**config.mk**
```make
export PLATFORM = sky130hd
export DESIGN_NAME = mts_out_buf
export DESIGN_NICKNAME = d
export VERILOG_FILES = /design/src/mts_out_buf.sv
export SDC_FILE = /design/constraint.sdc
export NUM_CORES = 1
export LEC_CHECK = 0
export ABC_CLOCK_PERIOD_IN_PS = 6200
export BUFFER_PORTS_ARGS = -buffer_cell sky130_fd_sc_hd__buf_4
export CAP_MARGIN = 20
export CORE_AREA = 5 5 135 105
export CTS_CLUSTER_DIAMETER = 100
export DETAILED_ROUTE_END_ITERATION = 8
export DIE_AREA = 0 0 140 110
export PLACE_DENSITY = 0.69
export RECOVER_POWER = 100
export SLEW_MARGIN = 0
export SYNTH_ARGS = -nofsm -noshare
export SYNTH_HDL_FRONTEND = slang
export SYNTH_SLANG_ARGS = --single-unit
```
**constraint.sdc**
```tcl
create_clock -name clk -period 6.2 [get_ports clk]
set_input_delay 1.24 -clock clk [delete_from_list [all_inputs] [get_ports clk]]
set_output_delay 1.24 -clock clk [all_outputs]
set_load 0.01 [all_outputs]
```
**src/mts_out_buf.sv**
```systemverilog
module mts_out_buf
#(
    parameter int DATA_W = 75
)
(
    input  logic              clk,
    input  logic              rst_n,
    input  logic              push,
    input  logic [DATA_W-1:0] data_in,
    output logic              space,
    output logic              out_valid,
    input  logic              out_ready,
    output logic [DATA_W-1:0] out_data
);

    logic              out_valid_reg;
    logic [DATA_W-1:0] out_data_reg;
    logic              skid_valid_reg;
    logic [DATA_W-1:0] skid_data_reg;
    logic              out_free;

    // A new result is always accepted while the skid entry is empty.
    assign space     = !skid_valid_reg;
    assign out_valid = out_valid_reg;
    assign out_data  = out_data_reg;
    assign out_free  = !out_valid_reg || out_ready;

    always_ff @(posedge clk or negedge rst_n)
    begin
        if (!rst_n)
        begin
            out_valid_reg  <= 1'b0;
            skid_valid_reg <= 1'b0;
        end
        else if (out_free)
        begin
            if (skid_valid_reg)
            begin
                out_valid_reg  <= 1'b1;
                skid_valid_reg <= push;
            end
            else
            begin
                out_valid_reg <= push;
            end
        end
        else if (push)
        begin
            skid_valid_reg <= 1'b1;
        end
    end

    always_ff @(posedge clk)
    begin
        if (out_free)
        begin
            if (skid_valid_reg)
            begin
                out_data_reg  <= skid_data_reg;
                skid_data_reg <= data_in;
            end
            else
            begin
                out_data_reg <= data_in;
            end
        end
        else if (push)
        begin
            skid_data_reg <= data_in;
        end
    end

endmodule

```
==> flow_metrics.tcl, run 1 <==
set metrics [dict create \
    finalMaxSlewViolations 127 \
    hold_path_class "reg2reg" \
    syn2layout_area_growth_pct 25.4 \
    cts_tree "built" \
    critPathLaunchType "input port" \
    route.vias.total 2754 \
    core_um2 12700 \
    grt_use_total_pct 13.5 \
    layout_commonest_cell "edfxtp_1" \
    violations "max-capacitance violations, max-slew violations" \
    first_pass_iters 4 \
    total_power_mw 2.52 \
    initial_core_util_pct 43.5 \
    critPathCaptureType "flop" \
    post_cts_buffers 0 \
    nets 487 \
    period_minus_slack_ns 4.22 \
    max_stage_delay_ns 2.01 \
    clk_pin_slew_ns 0.06 \
    drc 0 \
    drive_above_1_share_pct 33.5 \
    slowest_stage "clkbuf_1" \
    max_slew_margin_pct -103 \
    cts.sinks 152 \
    timing.critical_path.cells "clkbuf_4 -> nor2b_1 -> clkinvlp_2 -> clkbuf_1" \
    io_pins 156 \
    cp.required_ns 6.17 \
    achievable-frequency_mhz 237 \
    cts_max_level 4 \
    worstSetupPathType "in2reg" \
    drt_iter0_drc 169 \
    cts.path.max_buffers 2 \
    ant_nets 0 \
    fin_worst_skew_ns 0.0105 \
    mostFrequentLayoutCells "edfxtp_1, clkbuf_1, mux2_2, clkbuf_4, clkbuf_16" \
    cts-buffers-inserted 17 \
    antenna_cells 0 \
    yosysUniqueCellTypes 10 \
    crit_fanout 50 \
    outcome "finished, violations left" \
    die_y_um 110 \
    synthCells 242 \
    rows 36 \
    syn_nets 321 \
    vdd.ir_drop.worst_v 0.000168 \
    path_buf_inv 3 \
    final_area_um2 6940 \
    grt_pass1_wl_um 15700 \
    grt_pass1_vias 2841 \
    io_buffers 155 \
    cts-resized-gates 0 \
    finalCritPeriodShare_pct 68.1 \
    final_core_util_pct 54.6 \
    place_inst 560 \
    yosysSeqAreaShare_pct 82.3 \
    holdWs_ns 0.533 \
    wirelength_um 10400 \
    power_density_nw_per_um2 363 \
    cts_root_buf "clkbuf_16" \
    yosys_warnings 0 \
    p_leak_nw 2.38 \
    cp.arrival_ns 4.19 \
    finalSetupViolations 0 \
    maxCapViolations 2 \
    final_cells 592 \
    cts_hold_buf 0 \
    detail_route.vias_per_cell 4.65 \
    wl_per_cell_um 17.5 \
    dpl-instance-area_um2 6860 \
    rsz0062_at_grt "false" \
    syn_avg_cell_area_um2 22.9 \
    fp.dieW_um 140 \
    syn_area_um2 5530 \
    pre_cts_ws_ns 3.17 \
    gp_congestion 0.777 \
    grt_max_degree 80 \
    tightest_slew_ns 3.04 \
    antenna_found_initial 0 \
    clk-insertion-delay-late_ns 0.41 \
    grt.overflow.total 0 \
    tns_ns 0 \
    dieArea_um2 15400 \
    finalHoldViolations 0 \
    path_delay_family "buffers and inverters" \
    ys_ff_latch 152 \
    hpwl_um 6750 \
    fillers 1112 \
    fin_ws_ns 1.98 \
]
[synth_stat cells]
| master | instances | area [um2] |
|---|---|---|
| edfxtp_1 | 150 | 4500 |
| mux2_2 | 69 | 777 |
| mux2_4 | 7 | 105 |
| buf_2 | 6 | 30.0 |
| buf_6 | 3 | 33.8 |
| dfrtp_1 | 2 | 50.1 |
| inv_1 | 2 | 7.51 |
| maj3_2 | 1 | 11.3 |
| nor2b_1 | 1 | 6.26 |
| or3_1 | 1 | 6.26 |
[power by group]
group,switching [mW],internal (mW)
Combinational,0.128,0.109
Clock,0.420,0.520
Sequential,0.0564,1.28
Total,0.604,1.91
[final cells by class]
class / instances / area, um2 / share of cell area (%)
sequential: 152 / 4560 / 65.7
multi-input combinational: 79 / 878 / 12.7
timing repair buffer: 156 / 736 / 10.6
clock buffer: 17 / 425 / 6.13
tap: 171 / 214 / 3.08
clock inverter: 15 / 118 / 1.70
inverter: 2 / 8.76 / 0.126
[final timing paths]
kind                                        startpoint                          end  slack, ns  cells after the start
hold / removal             skid_data_reg[67]$_DFFE_PP_       out_data[67]$_DFFE_PP_       0.53                      1
min in group asynchronous                        rst_n        out_valid$_DFFE_PN0P_       0.60                      1
setup / recovery                             out_ready        out_data[1]$_DFFE_PP_       1.98                      4
hold reg to reg            skid_data_reg[67]$_DFFE_PP_       out_data[67]$_DFFE_PP_       0.53                      1
max in group asynchronous                        rst_n   skid_valid_reg$_DFFE_PN0P_       5.45                      1
setup reg to reg            skid_valid_reg$_DFFE_PN0P_  skid_data_reg[26]$_DFFE_PP_       2.24                      1
[cells by family (layout without fill, tap and decap cells)]
kind of cell  count (synthesis)  after routing  synth area share (%)
flops                       152            152                  82.3
mux                          76             76                  15.9
buf+inv                      11            190                  1.29
fa+ha+maj                     1              1                 0.204
simple gates                  2              2                 0.226
[layer usage]
metal	vias up	track usage, %	share of wire [%]
li1	1306	-	-
met1	1315	19.7	49
met2	119	17.8	41
met3	14	6.60	9.1
met4	0	4.15	0.96
met5	-	0	0
No activity file was read; power rests on OpenSTA's default activity.
==> run 2: changes to the inputs <==
--- a/config.mk
+++ b/config.mk
@@ -5,14 +5,14 @@
 export SDC_FILE = /design/constraint.sdc
 export NUM_CORES = 1
 export LEC_CHECK = 0
-export ABC_CLOCK_PERIOD_IN_PS = 6200
+export ABC_CLOCK_PERIOD_IN_PS = 3800
 export BUFFER_PORTS_ARGS = -buffer_cell sky130_fd_sc_hd__buf_4
 export CAP_MARGIN = 20
 export CORE_AREA = 5 5 135 105
 export CTS_CLUSTER_DIAMETER = 100
 export DETAILED_ROUTE_END_ITERATION = 8
 export DIE_AREA = 0 0 140 110
-export PLACE_DENSITY = 0.69
+export PLACE_DENSITY = 0.72
 export RECOVER_POWER = 100
 export SLEW_MARGIN = 0
 export SYNTH_ARGS = -nofsm -noshare
==> constraint.sdc (replaced) <==
create_clock -name clk -period 3.8 [get_ports clk]
set_input_delay 0.76 -clock clk [delete_from_list [all_inputs] [get_ports clk]]
set_output_delay 0.76 -clock clk [all_outputs]
set_load 0.01 [all_outputs]
==> run 2 against run 1 <==
  * The run still ends with max-capacitance violations, max-slew violations left
  * First-iteration DRC count decreased by 23%
  * Register-to-register slack worse by 1.1 ns
  * Final cell count increased by 0.34%
  * Global-route usage increased by 0.33 points
  * Via count is 2.1% higher
  * Hold slack worse by 0.41 ns
  * Largest power group unchanged
==> flow_metrics.tcl, run 2 (synthesized netlist as in run 1, its figures left out) <==
set metrics [dict create \
    total_power_mw 4.22 \
    clk_pin_slew_ns 0.06 \
    cts-buffers-inserted 17 \
    antenna_cells 0 \
    grt_max_degree 76 \
    cts.sinks 152 \
    violations "max-capacitance violations, max-slew violations" \
    worstSetupPathType "reg2out" \
    cts.path.max_buffers 2 \
    clk-insertion-delay-late_ns 0.42 \
    cts-resized-gates 0 \
    initial_core_util_pct 43.5 \
    io_pins 156 \
    drive_above_1_share_pct 32.4 \
    period_minus_slack_ns 2.71 \
    finalMaxSlewViolations 34 \
    p_leak_nw 2.39 \
    vdd.ir_drop.worst_v 0.000303 \
    detail_route.vias_per_cell 4.73 \
    antenna_found_initial 0 \
    rows 36 \
    grt_use_total_pct 13.9 \
    final_area_um2 6980 \
    grt.overflow.total 0 \
    core_um2 12700 \
    mostFrequentLayoutCells "edfxtp_1, clkbuf_1, mux2_2, clkbuf_4, clkbuf_16" \
    dpl-instance-area_um2 6880 \
    max_slew_margin_pct -18.4 \
    cts_max_level 4 \
    die_y_um 110 \
    cp.arrival_ns 1.95 \
    finalCritPeriodShare_pct 71.4 \
    wl_per_cell_um 17.5 \
    tightest_slew_ns 1.78 \
    drc 0 \
    outcome "finished, violations left" \
    hpwl_um 6820 \
    cts_tree "built" \
    hold_path_class "in2async" \
    critPathLaunchType "flop" \
    tns_ns 0 \
    post_cts_buffers 0 \
    layout_commonest_cell "edfxtp_1" \
    rsz0062_at_grt "false" \
    critPathCaptureType "primary output" \
    dieArea_um2 15400 \
    io_buffers 155 \
    fp.dieW_um 140 \
    drt_iter0_drc 130 \
    gp_congestion 0.744 \
    cts_root_buf "clkbuf_16" \
    syn2layout_area_growth_pct 26.2 \
    finalSetupViolations 0 \
    wirelength_um 10400 \
    maxCapViolations 1 \
    grt_pass1_wl_um 15800 \
    achievable-frequency_mhz 368 \
    first_pass_iters 4 \
    power_density_nw_per_um2 605 \
    nets 489 \
    cts_hold_buf 0 \
    cp.required_ns 3.04 \
    grt_pass1_vias 2948 \
    ant_nets 0 \
    finalHoldViolations 0 \
    crit_fanout 34 \
    fin_worst_skew_ns 0.00491 \
    route.vias.total 2811 \
]
## run 2: cell types whose count changed in the layout (fill, tap and decap cells not counted), moves of 2 or more
cell	previous run	this run
buf_4	1	3
clkinv_1	1	3
bufinv_16	0	3
clkbuf_4	39	35
clkbuf_1	116	121
clkinvlp_4	2	5
inv_8	2	0
inv_6	5	0
## run 2: path summary, 6_finish.rpt
path,endpoint,depth (start not counted),startpoint,slack [ns]
max,space,2,skid_valid_reg$_DFFE_PN0P_,1.09
min,out_valid$_DFFE_PN0P_,1,rst_n,0.12
max reg2reg,skid_data_reg[32]$_DFFE_PP_,1,skid_valid_reg$_DFFE_PN0P_,1.11
min reg2reg,out_data[64]$_DFFE_PP_,1,skid_data_reg[64]$_DFFE_PP_,0.54
max in group asynchronous,skid_valid_reg$_DFFE_PN0P_,1,rst_n,3.55
min in group clk,out_data[64]$_DFFE_PP_,1,skid_data_reg[64]$_DFFE_PP_,0.54
## run 2: per-layer routing
metal | GRT usage [%] | up-vias | wire, um
met4 | 6.85 | 0 | 203
met1 | 18.3 | 1352 | 4720
met2 | 19.7 | 131 | 4500
li1 | - | 1310 | -
met5 | 0 | - | 0
met3 | 6.08 | 18 | 955
## run 2: metrics by stage
| step | hold WS, ns | std cells | utilization [%] | setup WS (ns) |
|---|---|---|---|---|
| final | 0.118 | 594 | 55.0 | 1.09 |
| after global routing | 0.103 | 594 | 55.0 | 0.908 |
| after CTS | 0.0913 | 594 | 58.8 | 1.59 |
| after detailed placement | 0.532 | 562 | 54.1 | 1.25 |
| after global placement | 0.529 | 562 | 54.1 | 1.30 |
| after floorplan | 0.464 | 242 | - | 1.08 |
## run 2: critical path, cell delays in order (launching register included)
cell,delay [ns]
dfrtp_1,1.25
inv_1,0.11
clkbuf_1,0.18
## run 2: where the power goes
group	internal [mW]	total [mW]	switching [mW]	leakage [nW]
clock	1.02	1.66	0.637	0.270
combinational	0.180	0.412	0.232	0.626
sequential	2.09	2.15	0.0668	1.49
total	3.29	4.22	0.935	2.39
## run 2: cell type report
| type | instances | area, um2 |
|---|---|---|
| Multi-Input combinational cell | 79 | 883 |
| Clock inverter | 14 | 158 |
| Clock buffer | 18 | 429 |
| Fill cell | 1114 | 5720 |
| Timing Repair Buffer | 158 | 736 |
| Sequential cell | 152 | 4550 |
| Inverter | 2 | 8.76 |
| Tap cell | 171 | 214 |
