## src/mts_pkg.sv

```systemverilog
package mts_pkg;

    typedef logic [1:0] opcode_t;
    localparam opcode_t OP_QUERY = 2'd0;
    localparam opcode_t OP_PUSH  = 2'd1;
    localparam opcode_t OP_POP   = 2'd2;

    typedef logic [1:0] status_t;
    localparam status_t ST_OK    = 2'd0;
    localparam status_t ST_FULL  = 2'd1;
    localparam status_t ST_EMPTY = 2'd2;

    localparam logic signed [31:0] INT_MAX = 32'sh7FFF_FFFF;

    // Commands from the controller to the datapath and the result buffer.
    typedef struct packed {
        logic accept;   // a transaction is taken this cycle
        logic load;     // refill the top registers from the memory read
        logic emit;     // a result is complete this cycle
    } ctrl_cmd_t;

    // Status from the datapath to the controller.
    typedef struct packed {
        logic need_fetch;   // the offered pop uncovers an entry held in memory
    } dp_status_t;

endpackage

```

## src/mts_ctrl.sv

```systemverilog
module mts_ctrl
(
    input  logic                   clk,
    input  logic                   rst_n,
    input  logic                   in_valid,
    output logic                   in_ready,
    input  mts_pkg::dp_status_t    dp_status,
    input  logic                   buf_space,
    output mts_pkg::ctrl_cmd_t     cmd
);

    typedef enum logic [1:0]
    {
        ST_IDLE  = 2'b01,
        ST_FETCH = 2'b10
    } state_t;

    state_t state_reg;
    state_t state_next;
    logic   accept;

    assign in_ready = (state_reg == ST_IDLE) && buf_space;
    assign accept   = in_valid && in_ready;

    always_comb
    begin
        state_next = state_reg;
        cmd.accept = 1'b0;
        cmd.load   = 1'b0;
        cmd.emit   = 1'b0;
        unique case (state_reg)
            ST_IDLE:
            begin
                cmd.accept = accept;
                if (accept)
                begin
                    if (dp_status.need_fetch)
                    begin
                        state_next = ST_FETCH;
                    end
                    else
                    begin
                        cmd.emit = 1'b1;
                    end
                end
            end
            ST_FETCH:
            begin
                cmd.load   = 1'b1;
                cmd.emit   = 1'b1;
                state_next = ST_IDLE;
            end
            default:
            begin
                state_next = ST_IDLE;
            end
        endcase
    end

    always_ff @(posedge clk or negedge rst_n)
    begin
        if (!rst_n)
        begin
            state_reg <= ST_IDLE;
        end
        else
        begin
            state_reg <= state_next;
        end
    end

endmodule

```

## config.mk

```make
export PLATFORM = sky130hd
export DESIGN_NAME = mts_ctrl
export DESIGN_NICKNAME = d
export VERILOG_FILES = /design/src/mts_pkg.sv /design/src/mts_ctrl.sv
export SDC_FILE = /design/constraint.sdc
export NUM_CORES = 1
export LEC_CHECK = 0
export BUFFER_PORTS_ARGS = -buffer_cell sky130_fd_sc_hd__buf_4
export CAP_MARGIN = 20
export CORE_AREA = 5 5 42 44
export DETAILED_ROUTE_END_ITERATION = 12
export DIE_AREA = 0 0 47 49
export SLEW_MARGIN = 20
export SYNTH_ARGS = -nofsm -noshare
export SYNTH_HDL_FRONTEND = slang
export SYNTH_SLANG_ARGS = --single-unit
```

## constraint.sdc

```tcl
create_clock -name clk -period 0.9 [get_ports clk]
set_input_delay 0 -clock clk [delete_from_list [all_inputs] [get_ports clk]]
set_output_delay 0 -clock clk [all_outputs]
set_load 0.01 [all_outputs]
```

==> metrics.txt, run 1 <==
critical path cell sequence ha_4, nand4b_1, a21oi_2, buf_4; Avg Cell Area, Syn 9.47 µm²; Die H 49 µm; Initial Util 0.0946; failing checks negative setup slack; area leader, netlist dfstp_2; final hold violation count 0; total power 0.00107 W; worst vdd ir 0.582 mV; max FFs per register 2; largest net degree at the start of global routing 5; CP peak stage delay 0.55 ns; top cell type's share of synthesized area 0.198; post-DP HPWL 297 µm; die area 2300 µm²; vias in the first global route 165; Tightest Pin Transition 0.105 ns; Slowest cell on crit path dfstp_2; Max Cap Viol 0; Worst slew margin 0.929; syn nets 21; RSZ-0062 raised after global routing true; max-slew violation count 0; drt initial violations 3; total congestion overflow 0; crit path capture type output port; Synth Register Bits 2; Fill cells 164; met3 Usage GRT 0.0111; Hold Path Class input port to async pin; Syn-to-layout area delta 154%; synth top area cells dfstp_2 20%, dfrtp_1 19%, ha_1 19%, and3_1 9.4%, inv_1 8.5%; PortBufs 8; antenna violations before repair 0; setup tns final -1.49 ns; Setup-failing EPs final 6; Die X 47 µm; drt first pass iters 2; fin cells 49; kind of critical path register to output port; Clock Tree Root clkbuf_4; Crit path buffers/inverters 1; core area 1400 µm²; Total GRT Usage 0.0408; fin crit share 1.42; total I/O pin count 9; cell count after synthesis 14; top cell family by delay on the critical path flip-flops; Async SR Flop Fraction 1.00; met1 Track Usage GR 0.0263; first-pass GRT wire length 593 µm; gr busiest metal met4; vias per inst 3.45; Placed Cells 41; clk_lat worst skew 0.24 ns; final wirelength 400 µm; Commonest cells post-synth 3 x inv_1, 2 x and3_1, 2 x ha_1; CP max FO 3; crit path launch type register; ys flop type dfstp_2; Worst-path clk slew 0.04 ns; WL/cell 8.16 µm; synthesized area 133 µm²; status finished, violations left; EDFF count, synth 0; final net count 41; WP data arrival 1.27 ns; clock tree buffer depth 2; CP required 0.90 ns; Pwr Density 3180 nW/µm²; Tmin final 1.27 ns; H-tree depth 1; synth warn 0; CTS tree built; P_leak 0.163 nW; CTS Buf Count 3; remaining antenna violation count 0; met2 GRT Util 0.0633; sequential fraction of the synthesis area 0.387; Antenna diodes 0; Clock Sinks 2; Remaining DRCs 0; via count 169; post-synth cell types 10; share of cells above drive strength 1 0.727; Routability Congestion 0.575; f_max 785 MHz; # rows 14; count leader, synth inv_1; Worst Setup Slack, final -0.374 ns; Worst Skew 0.00248 ns
==> where the power goes <==
part	switching [W]	internal, W
clock network	0.0000762	0.000167
logic	0.000226	0.000420
registers	0.0000376	0.000144
total	0.000340	0.000731
==> worst paths after layout <==
kind	to	cells after the start	slack, ns	start
setup / recovery	cmd[0]	4	-0.37	state_reg[0]$_DFFE_PN1P_
hold / removal	state_reg[1]$_DFFE_PN0P_	2	0.08	rst_n
setup reg to reg	state_reg[1]$_DFFE_PN0P_	4	-0.12	state_reg[0]$_DFFE_PN1P_
hold reg to reg	state_reg[0]$_DFFE_PN1P_	3	0.61	state_reg[0]$_DFFE_PN1P_
max in group asynchronous	state_reg[0]$_DFFE_PN1P_	2	0.63	rst_n
min in group clk	state_reg[0]$_DFFE_PN1P_	3	0.08	dp_status
==> layer usage <==
metal | vias to the layer above | share of wire
met5 | - | 0
met4 | 0 | 0.080
met3 | 3 | 0.025
met2 | 4 | 0.58
met1 | 76 | 0.31
li1 | 86 | -
==> timing repair <==
| item | CTS | global route |
|---|---|---|
| buffers inserted | 2 | 1 |
| pin swaps | 1 | 1 |
| hold buffers | 1 | 0 |
| endpoints found under the setup margin | 6 | 6 |
| endpoints found under the hold margin | 2 | 0 |
| resized for setup | 3 | 2 |
==> cells by family after synthesis <==
logic type               share of synthesized area
AND/OR/NAND/NOR                              0.208
buffers and inverters                       0.0849
AO/OA/AOI/OAI                                0.132
adder cells (fa/ha/maj)                      0.189
flip-flops                                   0.387
==> cell usage in the layout, fill, tap and decap left out <==
master,instances
a21oi_2,1
o21a_1,1
dlygate4sd3_1,1
buf_6,3
inv_2,2
ha_4,2
dfstp_2,1
inv_1,1
o21ai_1,1
and3_1,2
nand4b_1,1
dfrtp_1,1
clkbuf_1,1
clkbuf_4,3
buf_4,11
and2_4,1
==> stage by stage <==
step / hold WS, ns / setup slack, ns / utilization / area [µm²]
2_1_floorplan: -0.296 / -0.0437 / - / 161
4_1_cts: 0.0871 / -0.390 / 0.230 / 323
3_3_place_gp: -0.217 / -0.143 / 0.188 / 264
5_1_grt: 0.0841 / -0.450 / 0.240 / 337
3_5_place_dp: -0.216 / -0.141 / 0.188 / 264
6_report: 0.0800 / -0.374 / 0.240 / 337
==> layout make-up <==
| class | instances | area [µm²] | area share |
|---|---|---|---|
| sequential | 2 | 51.3 | 0.152 |
| clock buffer | 4 | 26.3 | 0.0781 |
| tap | 16 | 20.0 | 0.0595 |
| timing repair buffer | 15 | 126 | 0.375 |
| inverter | 3 | 11.3 | 0.0335 |
| multi-input combinational | 9 | 101 | 0.301 |
Note: power is estimated with default switching activity, not from simulation.
==> inputs of run 2 (changes only) <==
--- a/config.mk
+++ b/config.mk
@@ -6,7 +6,7 @@
 export NUM_CORES = 1
 export LEC_CHECK = 0
 export BUFFER_PORTS_ARGS = -buffer_cell sky130_fd_sc_hd__buf_4
-export CAP_MARGIN = 20
+export CAP_MARGIN = 40
 export CORE_AREA = 5 5 42 44
 export DETAILED_ROUTE_END_ITERATION = 12
 export DIE_AREA = 0 0 47 49
==> constraint.sdc (replaced) <==
create_clock -name clk -period 0.9 [get_ports clk]
set_input_delay 0 -clock clk [delete_from_list [all_inputs] [get_ports clk]]
set_output_delay 0 -clock clk [all_outputs]
set_load 0.05 [all_outputs]
==> metrics.txt, run 2 (synthesized netlist as in run 1, its figures left out) <==
status finished, violations left; failing checks negative setup slack; Pwr Density 3370 nW/µm² (+5.9%); first-pass GRT wire length 710 µm (+20%); CTS tree built; max FFs per register 2 (unchanged); Worst Setup Slack, final -0.461 ns (-0.0880 ns); core area 1400 µm² (unchanged); CP max FO 2 (-1); met3 Usage GRT 0.0111 (unchanged); postcts setup bufs 0 (-2); met2 GRT Util 0.0701 (+0.00679); WP data arrival 1.36 ns (+0.09 ns); total congestion overflow 0 (unchanged); post-DP HPWL 308 µm (+3.7%); PortBufs 8 (unchanged); f_max 735 MHz (-6.5%); largest net degree at the start of global routing 5 (unchanged); Place WS -0.260 ns (-0.120 ns); Reg2Reg Launch Point state_reg[0]$_DFFE_PN1P_; post-layout util 0.241 (+0.000892); kind of critical path register to output port; Die X 47 µm (unchanged); crit path capture type output port; Final Cell Area 338 µm² (+0.37%); Initial Util 0.0946 (unchanged); max-slew violation count 0 (unchanged); Total GRT Usage 0.0500 (+0.00918); final wirelength 377 µm (-5.8%); commonest cells after routing, fill and taps aside 7 x buf_4, 3 x inv_1, 3 x clkbuf_4; CP required 0.90 ns (about the same); Clock Tree Root clkbuf_4; vias in the first global route 199 (+21%); fin crit share 1.51 (+0.0977); via count 162 (-4.1%); gr busiest metal met4; most common cell after layout, fill and taps aside buf_4; Worst-path clk slew 0.03 ns (about the same); Worst slew margin 0.899 (-0.0301); remaining antenna violation count 0 (unchanged); P_leak 0.153 nW (-6.2%); setup tns final -1.58 ns (-0.0897 ns); met1 Track Usage GR 0.0352 (+0.00885); RSZ-0062 raised after global routing true; FF/Latch Area 51.3 µm² (unchanged); Clock Sinks 2 (unchanged); final hold slack 0.0877 ns (+0.00771 ns); share of cells above drive strength 1 0.667 (-0.0606); clock tree buffer depth 2 (unchanged); FF-to-FF setup slack -0.05 ns (+0.07 ns); Worst Skew 0.00429 ns (+0.00181 ns); die area 2300 µm² (unchanged); Critical R2R Capture state_reg[0]$_DFFE_PN1P_; clk_lat worst skew 0.23 ns (about the same); antenna violations before repair 0 (unchanged); multi-input logic area 114 µm² (+12%); Placed Instance Area 274 µm² (+3.8%); final hold violation count 0 (unchanged); Remaining DRCs 0 (unchanged); Antenna diodes 0 (unchanged); H-tree depth 1 (unchanged); Tmin final 1.36 ns (+0.0880 ns); CTS Buf Count 3 (unchanged); Syn-to-layout area delta 155%; vias per inst 3.52 (+2.1%); Die H 49 µm (unchanged); Fill cells 161 (-1.8%); Setup-failing EPs final 6 (unchanged); total I/O pin count 9 (unchanged); worst vdd ir 0.469 mV (-19%); drt first pass iters 1 (-1); crit path launch type register; Hold Path Class input port to async pin; Routability Congestion 0.608 (+5.8%); # rows 14 (unchanged); WL/cell 8.20 µm (+0.40%); drt initial violations 0 (-3); Max Cap Viol 0 (unchanged); final net count 38 (-7.3%); Worst R2R Path Depth 3 (-1); Tightest Pin Transition 0.150 ns (+0.0450 ns)
==> run 2: cell count changes in the layout (fill, tap and decap cells not counted), sizes merged <==
cell,previous run,this run
buf,14,11
==> run 2: cell type report <==
type	count	area share
clock buffer	4	0.0778
inverter	3	0.0333
multi-input combinational	9	0.337
sequential	2	0.152
tap	16	0.0593
timing repair buffer	12	0.341
==> run 2: layer usage <==
layer | vias to the layer above | wire length [µm]
met5 | - | 0
met4 | 0 | 19
met3 | 2 | 12
met2 | 4 | 236
met1 | 77 | 109
li1 | 79 | -
==> run 2: timing repair <==
action                                 CTS  global route
endpoints found under the hold margin    2             0
hold buffers                             1             0
gates resized for setup                  8             0
setup endpoints to repair                6             6
pin swaps                                0             0
==> run 2: where the power goes <==
part / switching (W) / internal (W)
sequential: 0.0000258 / 0.000144
clock: 0.0000612 / 0.000165
combinational: 0.000377 / 0.000365
total: 0.000464 / 0.000674
==> run 2: worst max path at each step <==
| stage | start | end | slack [ns] | cells past startpoint |
|---|---|---|---|---|
| 6_report | state_reg[0]$_DFFE_PN1P_ | cmd[0] | -0.46 | 4 |
| 3_5_place_dp | state_reg[0]$_DFFE_PN1P_ | cmd[0] | -0.26 | 4 |
| 5_1_grt | state_reg[0]$_DFFE_PN1P_ | cmd[0] | -0.51 | 4 |
| 2_1_floorplan | state_reg[0]$_DFFE_PN1P_ | cmd[0] | -0.25 | 3 |
| 3_3_place_gp | state_reg[0]$_DFFE_PN1P_ | cmd[0] | -0.25 | 4 |
| 4_1_cts | state_reg[0]$_DFFE_PN1P_ | cmd[0] | -0.48 | 4 |
==> run 2: stage by stage <==
stage / total power (W) / instances
4_1_cts: 0.00117 / 46
3_3_place_gp: 0.000826 / 41
2_1_floorplan: 0.000625 / 14
5_1_grt: 0.00123 / 46
6_report: 0.00114 / 46
3_5_place_dp: 0.000835 / 41
==> run 2: critical path, stage by stage, from the launching register on <==
cell     delay, ns
dfstp_2       0.54
inv_1         0.08
ha_4          0.25
a21oi_4       0.11
buf_6         0.17
